## config.mk

```make
export PLATFORM = sky130hd
export DESIGN_NAME = vwc_queue
export DESIGN_NICKNAME = d
export VERILOG_FILES = /design/src/rtl/vwc_pkg.sv /design/src/rtl/vwc_queue.sv
export SDC_FILE = /design/constraint.sdc
export NUM_CORES = 1
export LEC_CHECK = 0
export BUFFER_PORTS_ARGS = -buffer_cell sky130_fd_sc_hd__buf_2
export CORE_MARGIN = 3
export CORE_UTILIZATION = 57
export CTS_CLUSTER_DIAMETER = 60
export CTS_CLUSTER_SIZE = 28
export DETAILED_ROUTE_END_ITERATION = 12
export PLACE_DENSITY = 0.8
export SYNTH_ARGS = -nofsm -noshare
export SYNTH_HDL_FRONTEND = slang
export SYNTH_SLANG_ARGS = --single-unit
```

## constraint.sdc

```tcl
create_clock -name clk -period 5.4 [get_ports clk]
set_input_delay 0.54 -clock clk [delete_from_list [all_inputs] [get_ports clk]]
set_output_delay 0.54 -clock clk [all_outputs]
set_load 0.02 [all_outputs]
```

## src/rtl/vwc_pkg.sv

```systemverilog
// Shared constants, types and helper functions of the valid-window correlation unit.
package vwc_pkg;

    localparam int MAX_WIDTH   = 1024;
    localparam int MAX_HEIGHT  = 1024;
    localparam int MAX_WIN     = 3;
    localparam int SAMPLE_W    = 16;
    localparam int CNT_W       = 10;
    localparam int DIM_W       = 11;
    localparam int WIN_W       = 2;
    localparam int COEF_ROW_W  = MAX_WIN * SAMPLE_W;
    localparam int SUM_W       = 35;
    localparam int PROD_W      = 2 * SAMPLE_W;
    localparam int PART_W      = PROD_W + 2;
    localparam int ADDR_W      = $clog2(MAX_WIDTH);
    localparam int LINE_W      = (MAX_WIN - 1) * SAMPLE_W;
    localparam int QUEUE_DEPTH = 4;
    localparam int QPTR_W      = $clog2(QUEUE_DEPTH);
    localparam int QCNT_W      = $clog2(QUEUE_DEPTH + 1);
    localparam int CFG_IDX_W   = 3;

    localparam logic [CFG_IDX_W-1:0] REG_IMAGE_WIDTH  = 3'd0;
    localparam logic [CFG_IDX_W-1:0] REG_IMAGE_HEIGHT = 3'd1;
    localparam logic [CFG_IDX_W-1:0] REG_WINDOW_ROWS  = 3'd2;
    localparam logic [CFG_IDX_W-1:0] REG_WINDOW_COLS  = 3'd3;
    localparam logic [CFG_IDX_W-1:0] REG_COEF_ROW0    = 3'd4;
    localparam logic [CFG_IDX_W-1:0] REG_COEF_ROW1    = 3'd5;
    localparam logic [CFG_IDX_W-1:0] REG_COEF_ROW2    = 3'd6;

    typedef logic [MAX_WIN-1:0][MAX_WIN-1:0][SAMPLE_W-1:0] win_t;

    typedef struct packed {
        logic [DIM_W-1:0] image_width;
        logic [DIM_W-1:0] image_height;
        logic [WIN_W-1:0] window_rows;
        logic [WIN_W-1:0] window_cols;
        win_t             coef;
    } cfg_t;

    typedef struct packed {
        logic [CNT_W-1:0] row;
        logic [CNT_W-1:0] col;
        logic             last;
    } meta_t;

    typedef struct packed {
        win_t  win;
        meta_t meta;
    } job_t;

    function automatic logic [DIM_W-1:0] clamp_dim(input logic [DIM_W-1:0] v,
                                                   input logic [DIM_W-1:0] hi);
        logic [DIM_W-1:0] r;
        begin
            if (v == '0)
            begin
                r = DIM_W'(1);
            end
            else if (v > hi)
            begin
                r = hi;
            end
            else
            begin
                r = v;
            end
            return r;
        end
    endfunction

    function automatic logic [WIN_W-1:0] clamp_win(input logic [WIN_W-1:0] v);
        logic [WIN_W-1:0] r;
        begin
            if (v == '0)
            begin
                r = WIN_W'(1);
            end
            else if (v > WIN_W'(MAX_WIN))
            begin
                r = WIN_W'(MAX_WIN);
            end
            else
            begin
                r = v;
            end
            return r;
        end
    endfunction

endpackage

```

## src/rtl/vwc_queue.sv

```systemverilog
// Short job queue between the front end and the multiply-accumulate back end.
module vwc_queue (
    input  logic                       clk,
    input  logic                       rst_n,
    input  logic                       push,
    input  vwc_pkg::job_t              push_data,
    input  logic                       pop,
    output logic                       valid,
    output vwc_pkg::job_t              pop_data,
    output logic [vwc_pkg::QCNT_W-1:0] count
);

    vwc_pkg::job_t              slot_reg [vwc_pkg::QUEUE_DEPTH];
    logic [vwc_pkg::QPTR_W-1:0] wr_ptr_reg;
    logic [vwc_pkg::QPTR_W-1:0] rd_ptr_reg;
    logic [vwc_pkg::QCNT_W-1:0] count_reg;
    logic [vwc_pkg::QPTR_W-1:0] wr_ptr_next;
    logic [vwc_pkg::QPTR_W-1:0] rd_ptr_next;
    logic [vwc_pkg::QCNT_W-1:0] count_next;

    assign valid    = count_reg != '0;
    assign pop_data = slot_reg[rd_ptr_reg];
    assign count    = count_reg;

    always_comb
    begin
        wr_ptr_next = wr_ptr_reg;
        rd_ptr_next = rd_ptr_reg;
        count_next  = count_reg;
        if (push)
        begin
            wr_ptr_next = (wr_ptr_reg == vwc_pkg::QPTR_W'(vwc_pkg::QUEUE_DEPTH - 1))
                          ? '0 : wr_ptr_reg + vwc_pkg::QPTR_W'(1);
        end
        if (pop)
        begin
            rd_ptr_next = (rd_ptr_reg == vwc_pkg::QPTR_W'(vwc_pkg::QUEUE_DEPTH - 1))
                          ? '0 : rd_ptr_reg + vwc_pkg::QPTR_W'(1);
        end
        if (push && !pop)
        begin
            count_next = count_reg + vwc_pkg::QCNT_W'(1);
        end
        else if (pop && !push)
        begin
            count_next = count_reg - vwc_pkg::QCNT_W'(1);
        end
    end

    always_ff @(posedge clk or negedge rst_n)
    begin
        if (!rst_n)
        begin
            wr_ptr_reg <= '0;
            rd_ptr_reg <= '0;
            count_reg  <= '0;
        end
        else
        begin
            wr_ptr_reg <= wr_ptr_next;
            rd_ptr_reg <= rd_ptr_next;
            count_reg  <= count_next;
        end
    end

    always_ff @(posedge clk)
    begin
        if (push)
        begin
            slot_reg[wr_ptr_reg] <= push_data;
        end
    end

    a_no_overflow: assert property (@(posedge clk) disable iff (!rst_n)
        push |-> count_reg != vwc_pkg::QCNT_W'(vwc_pkg::QUEUE_DEPTH))
        else $error("job queue written while full");

    a_no_underflow: assert property (@(posedge clk) disable iff (!rst_n)
        pop |-> count_reg != '0)
        else $error("job queue read while empty");

endmodule

```

# --- Word level (Yosys, flattened, before mapping) ---
# Memories as Yosys holds them, arrays and structs flattened.
# Index checks and enable logic that the tools add are counted.
totals:
  ff_bits: 7
  ram_bits: 660
  output_inout_bits: 169
  wordCells: 22
  memories: 1
memory_table:
  columns: ["memory", "words", "width", "rd", "rd_clocked_by_memory_dff", "wr", "line", "rtl"]
  rows:
  - ["slot_reg", 4, 165, 1, 0, 1, "vwc_queue.sv:13", "vwc_pkg::job_t slot_reg [vwc_pkg::QUEUE_DEPTH];"]
op_classes:
  addsub: 4
  eq_ne: 2
  n_mux: 6
  reduce_logical: 6
op_table:
  columns: ["op", "n"]
  rows:
  - ["$mux 3", 2]
  - ["$add 2x1->2 const B", 2]
  - ["$eq 2x2->1 const B", 2]
  - ["$mux 2", 2]
  - ["$add 3x1->3 const B", 1]
  - ["$reduce_bool 3->1", 1]
  - ["$sub 3x1->3 const B", 1]
  - ["$logic_and 1x1->1", 2]
  - ["$logic_not 1->1", 2]
  - ["$mux 1", 2]
  - ["$reduce_bool 2->1", 1]

# --- Logic depth before layout (Yosys ltp) ---
# Gate-level depths: netlist (run 1).
logic_depth:
  ltp_word: 4
  depth_mapped: 7

# --- Worst setup path before layout (run 1) ---
# No wires, ideal clock.
synth_timing:
  path_kind: "register to register"
  startpoint: "reg wr_ptr_reg[0] in the netlist's numbering"
  endpoint: "mem slot_reg[0][0] in the netlist's numbering, enable pin"
  arrival_ns: 4.389
  t_required_ns: 4.856
  setup_slack_ns: 0.467
  stages_incl_launch_ff: 4
  cell_sequence: "dfrtp_1 > inv_1 > ha_1 > and2_1"
synth_lines:
  columns: ["item", "line", "rtl"]
  rows:
  - ["start, declared", "vwc_queue.sv:14", "logic [vwc_pkg::QPTR_W-1:0] wr_ptr_reg;"]
  - ["start signal, assigned", "vwc_queue.sv:60", "wr_ptr_reg <= wr_ptr_next;"]
  - ["end, declared", "vwc_queue.sv:13", null]
# Straight into the memory's write port.

==> results.py, run 1 <==
metrics = {
    "placement": {
        "dp_hpwl_um": 27400,
        "port_buffers": 337,
        "gp_congestion": 0.721,
        "dp_slack_ns": 2.52,
    },
    "floorplan": {
        "dieArea_sq_um": 45000,
        "core-area_sq_um": 41400,
        "ios": 338,
        "dieWidth_um": 212,
        "fp.dieH_um": 212,
        "initial_core_util_pct": 58.5,
        "num_rows": 74,
    },
    "routing": {
        "ant_nets": 0,
        "drt-total-wl_um": 45000,
        "wl_met2_um": 22200,
        "avgViaCountPerCell": 5.85,
        "drtIter0Drc": 871,
        "dr_wl_met3_um": 3950,
        "drc": 0,
        "first_pass_iters": 5,
        "num_vias": 10600,
        "wl_met1_um": 17800,
        "wl_per_cell_um": 24.8,
        "routed.top_layer": "met5",
    },
    "global_route": {
        "antenna_found_initial": 17,
        "grt.overflow.total": 0,
        "grtUsageTotal_pct": 20.3,
        "grt_max_degree": 104,
        "grt_pass1_wl_um": 68000,
        "first_global_vias": 11000,
    },
    "pwr": {
        "p_leak_nw": 9.32,
        "powerDensity_nw_per_um2": 533,
        "vdd_ir_drop_max_uv": 475,
    },
    "timing": {
        "maxSlewHeadroom_pct": 38.0,
        "worstMarginPinSlew_ns": 0.929,
        "fmax_mhz": 294,
        "fin_crit_ns": 3.40,
        "hold_violations": 0,
        "grt_setup_unrepaired": "no",
        "final.period_utilization_pct": 63.0,
        "finalSetupTns_ns": 0,
        "timing.final.ws_setup_ns": 2.00,
        "clock_skew_ns": 0.0216,
        "finalHoldWorstSlack_ns": 0.173,
        "final-setup-viol-count": 0,
        "maxSlewViolCount": 0,
    },
    "synthesis": {
        "synth_seq_cells": 667,
        "yosys.area.top_type": "edfxtp_1",
        "synth_common_cells": "edfxtp_1, mux4_2, buf_2, buf_6, dfrtp_1",
        "syn_nets": 1074,
        "synthFlopType": "edfxtp_1",
        "synth_top_family_by_area": "multiplexers",
        "synth_edf_count": 660,
        "muxShareOfSynthArea_pct": 15.5,
        "synth-simple-area-share_pct": 0.207,
        "synth_fa_ha_area_share_pct": 0.393,
        "yosys_warnings": 0,
        "synth.most_common_cell": "edfxtp_1",
        "synth_top_area_share_pct": 81.8,
        "ys_seq_area_share_pct": 82.5,
        "avgSynthCellArea_sq_um": 27.0,
        "synth-compound-area-share_pct": 0.0413,
        "synth_cell_type_count": 19,
        "yosys.area_share.xor_xnor_pct": 0.108,
        "postSynthCellCount": 898,
        "netlist_area_sq_um": 24200,
        "synth_area_leaders": "edfxtp_1, mux4_2, buf_6",
        "ys_async_sr_fraction_pct": 1.05,
    },
    "worst_setup_path": {
        "required_ns": 4.86,
        "arrival_ns": 2.86,
        "critPathKind": "reg2out",
        "ff2ff_path_depth": 3,
        "crit_path_start_kind": "flop",
        "cp-end-kind": "primary output",
        "crit_fanout": 50,
    },
    "flow_run": {
        "drv_cap": 0,
    },
    "cts": {
        "htreeDepth": 2,
        "cts_setup_buffers": 0,
        "ctsHoldBuffers": 1,
        "clk_pin_slew_worst_paths_ns": 0.10,
        "ctsRootBufferMaster": "clkbuf_16",
        "cts_buffer_depth": 3,
        "clock_latency_ns": 0.56,
        "numCtsBuffers": 37,
        "clock_sinks": 667,
        "cts_resized": 0,
        "cts_tree": "yes",
    },
    "final_layout": {
        "largest_reg_flops": 660,
        "nFillCells": 2535,
        "drive_gt1_share_pct": 45.9,
        "nets": 1429,
        "syn_to_final_growth_pct": 14.6,
    },
    "hold_path": {
        "holdPathStages": 1,
        "hold_path.class": "in2reg",
    },
    "status": {
        "outcome": "completed",
    },
}
[worst max-delay path, stage by stage, from the launching register on]
cell,delay (ns)
dfrtp_4,1.01
buf_12,0.44
mux4_2,0.58
buf_2,0.18
[logic make-up after synthesis]
logic type / Yosys count
compound gates: 2
flops: 667
simple gates: 10
mux: 168
fa+ha+maj: 7
buf+inv: 41
xor+xnor: 3
[cell usage in the layout, fill, tap and decap left out, types with 2 or more instances in the layout]
master / count
buf_4: 8
buf_2: 337
inv_16: 2
inv_12: 3
dfrtp_1: 5
ha_1: 6
clkinv_4: 4
inv_8: 4
buf_12: 7
nand2_1: 2
nor2_1: 3
clkinv_8: 2
and2_4: 4
clkbuf_16: 37
inv_6: 4
edfxtp_1: 660
mux4_2: 165
inv_1: 4
xor2_1: 2
mux2_2: 3
diode_2: 9
o21ai_0: 2
dfrtp_4: 2
clkinvlp_4: 2
[through the flow]
stage | cells | utilization [%] | power (mW) | area (sq um)
4_1_cts | 1806 | 67.0 | 15.0 | 27700
6_report | 1815 | 67.1 | 14.8 | 27800
2_1_floorplan | 898 | - | 10.5 | 24200
5_1_grt | 1809 | 67.0 | 15.5 | 27700
3_3_place_gp | 1745 | 64.1 | 11.9 | 26500
3_5_place_dp | 1745 | 64.1 | 12.0 | 26500
[routing by layer]
layer	GRT usage (%)	up-vias
li1	-	4598
met1	28.8	5559
met2	32.0	369
met3	5.74	71
met4	5.61	20
met5	0	-
[where the power goes]
group          internal (mW)  switching (mW)  leakage, nW
logic                   1.94            2.79         2.59
clock network           1.36            1.69        0.583
registers               6.62           0.373         6.14
total                   9.93            4.85         9.32
[final timing paths]
check	to	start	slack, ns
worst max-delay path	pop_data[54]	rd_ptr_reg[0]	2.00
worst min-delay path	slot_reg[1][43]	push_data[43]	0.17
worst max register to register	rd_ptr_reg[1]	rd_ptr_reg[1]	3.12
worst min register to register	count[2]	count[2]	0.52
max in group asynchronous	rd_ptr_reg[0]	rst_n	4.85
min in group asynchronous	wr_ptr_reg[0]	rst_n	0.35
[area by class of cell]
cell class                 instances  area (sq um)  area share, %
clock inverter                    22           282           1.01
sequential                       667         20000           72.1
multi-input combinational        190          3940           14.2
clock buffer                      38           930           3.35
antenna                            9          22.5         0.0811
inverter                           4          15.0         0.0541
tap                              532           666           2.40
timing repair buffer             353          1900           6.83
Note: power is estimated with default switching activity, not from simulation.
==> run 2, diff against run 1 <==
--- a/config.mk
+++ b/config.mk
@@ -5,13 +5,14 @@
 export SDC_FILE = /design/constraint.sdc
 export NUM_CORES = 1
 export LEC_CHECK = 0
+export ABC_AREA = 1
 export BUFFER_PORTS_ARGS = -buffer_cell sky130_fd_sc_hd__buf_2
 export CORE_MARGIN = 3
-export CORE_UTILIZATION = 57
+export CORE_UTILIZATION = 58
 export CTS_CLUSTER_DIAMETER = 60
 export CTS_CLUSTER_SIZE = 28
 export DETAILED_ROUTE_END_ITERATION = 12
-export PLACE_DENSITY = 0.8
+export PLACE_DENSITY = 0.81
 export SYNTH_ARGS = -nofsm -noshare
 export SYNTH_HDL_FRONTEND = slang
 export SYNTH_SLANG_ARGS = --single-unit
==> constraint.sdc (replaced) <==
create_clock -name clk -period 3.13 [get_ports clk]
set_input_delay 0.313 -clock clk [delete_from_list [all_inputs] [get_ports clk]]
set_output_delay 0.313 -clock clk [all_outputs]
set_load 0.02 [all_outputs]
==> run 2 against run 1 <==
Clock power up 77%. Hold slack worse by 0.056 ns. Synthesized area is 11% higher. Combinational power up 120%. Sequential share of layout area decreased by 9.3 points. Clock skew rose by 0.013 ns. Largest power group unchanged. Wire length rose by 36%. Via count up 61%. Worst setup slack worse by 1.6 ns. Core utilization grew 3.0 points. Design area increased by 15%.
==> results.py, run 2 <==
metrics = {
    "worst_setup_path": {
        "crit_chain": "inv_8 > buf_12 > nand2_1 > o211ai_1 > nand2_1 > buf_2",
        "crit_top_cell": "nand2_1",
        "cp_num_cells": 6,
        "arrival_ns": 2.41,
        "cp-end-kind": "primary output",
        "crit_fanout": 116,
        "crit_start": "rd_ptr_reg[0]",
        "critPathTopFamily": "buffers and inverters",
        "crit_slowest_cell": "dfrtp_1",
        "r2r_setup_slack_ns": 1.11,
        "crit_path_start_kind": "flop",
        "critPathKind": "reg2out",
        "ff2ff_path_depth": 5,
        "r2r-start": "wr_ptr_reg[0]",
        "slowest_delay_ns": 0.47,
        "required_ns": 2.82,
        "r2r_end": "slot_reg[2][95]",
        "cp_num_buf_inv": 3,
    },
    "pwr": {
        "powerDensity_nw_per_um2": 868,
        "p_leak_nw": 12.8,
        "vdd_ir_drop_max_uv": 692,
    },
    "cts": {
        "ctsRootBufferMaster": "clkbuf_16",
        "cts_buffer_depth": 3,
        "cts_tree": "yes",
        "cts_resized": 0,
        "ctsHoldBuffers": 167,
        "clock_sinks": 667,
        "cts_setup_buffers": 0,
        "numCtsBuffers": 36,
        "clk_pin_slew_worst_paths_ns": 0.10,
        "clock_latency_ns": 0.58,
        "htreeDepth": 2,
    },
    "floorplan": {
        "ios": 338,
        "initial_core_util_pct": 58.9,
        "num_rows": 78,
        "core-area_sq_um": 45500,
        "dieArea_sq_um": 48800,
        "fp.dieH_um": 221,
        "dieWidth_um": 221,
    },
    "timing": {
        "final.period_utilization_pct": 86.9,
        "grt_setup_unrepaired": "no",
        "worstMarginPinSlew_ns": 0.903,
        "final-setup-viol-count": 0,
        "clock_skew_ns": 0.0348,
        "hold_violations": 0,
        "maxSlewViolCount": 0,
        "fmax_mhz": 368,
        "timing.final.ws_setup_ns": 0.411,
        "fin_crit_ns": 2.72,
        "maxSlewHeadroom_pct": 39.8,
    },
    "global_route": {
        "grt_pass1_wl_um": 94400,
        "grtUsageTotal_pct": 24.5,
        "antenna_found_initial": 7,
        "grt.overflow.total": 0,
        "grt_max_degree": 117,
        "first_global_vias": 17200,
    },
    "synthesis": {
        "avgSynthCellArea_sq_um": 13.5,
        "synth_cell_type_count": 19,
        "synth_area_leaders": "edfxtp_1, o211ai_1, nand2_1",
        "syn_nets": 2153,
        "ys_seq_area_share_pct": 74.7,
        "synth_edf_count": 660,
        "yosys.area.top_type": "edfxtp_1",
        "synthFlopType": "edfxtp_1",
        "postSynthCellCount": 1977,
        "yosys_warnings": 0,
        "synth_top_area_share_pct": 74.0,
        "netlist_area_sq_um": 26800,
        "synth_seq_cells": 667,
        "synth.most_common_cell": "edfxtp_1",
        "ys_async_sr_fraction_pct": 1.05,
        "synth_common_cells": "edfxtp_1, nand2_1, inv_1, o211ai_1, buf_2",
    },
    "final_layout": {
        "layout_commonest_cell": "edfxtp_1",
        "nets": 2614,
        "syn_to_final_growth_pct": 18.9,
        "fin_util_pct": 70.0,
        "mostFrequentLayoutCells": "edfxtp_1, nand2_1, buf_2, inv_1, o211ai_1",
        "largest_reg_flops": 660,
        "drive_gt1_share_pct": 19.8,
    },
    "routing": {
        "num_vias": 17100,
        "drtIter0Drc": 1366,
        "ant_nets": 0,
        "first_pass_iters": 5,
        "drc": 0,
        "drt-total-wl_um": 60900,
        "wl_per_cell_um": 19.8,
        "avgViaCountPerCell": 5.56,
    },
    "placement": {
        "dp_hpwl_um": 33900,
        "dp_slack_ns": 1.09,
        "port_buffers": 337,
        "gp_congestion": 0.820,
    },
    "hold_path": {
        "hold_path.class": "in2async",
    },
    "status": {
        "outcome": "completed",
    },
    "flow_run": {
        "drv_cap": 0,
    },
}
==> run 2: changes by cell type after synthesis, moves of 4 or more <==
cell / delta
o211ai_2: +46
buf_6: +12
inv_1: +337
buf_4: +5
and2_1: -4
buf_2: +46
clkbuf_1: +11
o211ai_1: +284
nand2_1: +509
mux4_2: -165
==> run 2: cell type report <==
type	instances	area (sq um)
Sequential cell	667	20000
Fill cell	2808	13600
Multi-Input combinational cell	858	4790
Timing Repair Buffer	532	3740
Inverter	343	1320
Clock buffer	39	943
Tap cell	600	751
Clock inverter	24	288
Antenna cell	8	20.0
==> run 2: metrics by stage <==
step	hold slack (ns)	setup TNS (ns)	std cells	instance area (sq um)	total power, mW
finish	0.117	0	3071	31900	27.7
global route	0.107	0	3068	31800	28.9
CTS	0.0845	0	3063	31800	27.6
detailed placement	0.173	0	2833	28900	22.1
global placement	0.172	0	2833	28900	21.8
floorplan	0.0174	-246.74	1977	26800	19.0
==> run 2: metal layers <==
| metal | share of wire [%] | wire length (um) | global-route usage [%] |
|---|---|---|---|
| met1 | 38 | 23200 | 31.1 |
| met2 | 52 | 31500 | 43.3 |
| met3 | 7.3 | 4470 | 4.46 |
| met4 | 2.8 | 1690 | 7.56 |
| met5 | 0 | 0 | 0 |
==> run 2: worst max-delay path by stage <==
stage	end	slack [ns]
finish	pop_data[82]	0.41
global route	pop_data[79]	0.30
CTS	pop_data[51]	0.45
detailed placement	pop_data[51]	1.09
global placement	pop_data[51]	1.11
floorplan	slot_reg[2][0]	-0.39
==> run 2: cell families (layout without fill, tap and decap cells) <==
family	Yosys count	after routing	share of synthesized area [%]
buffers and inverters	452	938	7.51
AO/OA/AOI/OAI	334	334	10.2
other	0	8	0
XOR/XNOR	1	1	0.0327
adder cells (fa/ha/maj)	7	7	0.355
AND/OR/NAND/NOR	516	516	7.25
flip-flops	667	667	74.7
==> run 2: worst reg2reg max path, stage by stage, from the launching register on <==
cell and delay (ns):
dfrtp_1 0.42, inv_2 0.07, ha_2 0.18, nand2_2 0.08, clkinvlp_4 0.45, buf_12 0.41
==> run 2: where the power goes <==
group	leakage [nW]	internal (mW)	switching, mW
sequential	6.15	11.4	0.397
clock	0.590	2.43	2.96
combinational	6.08	3.05	7.39
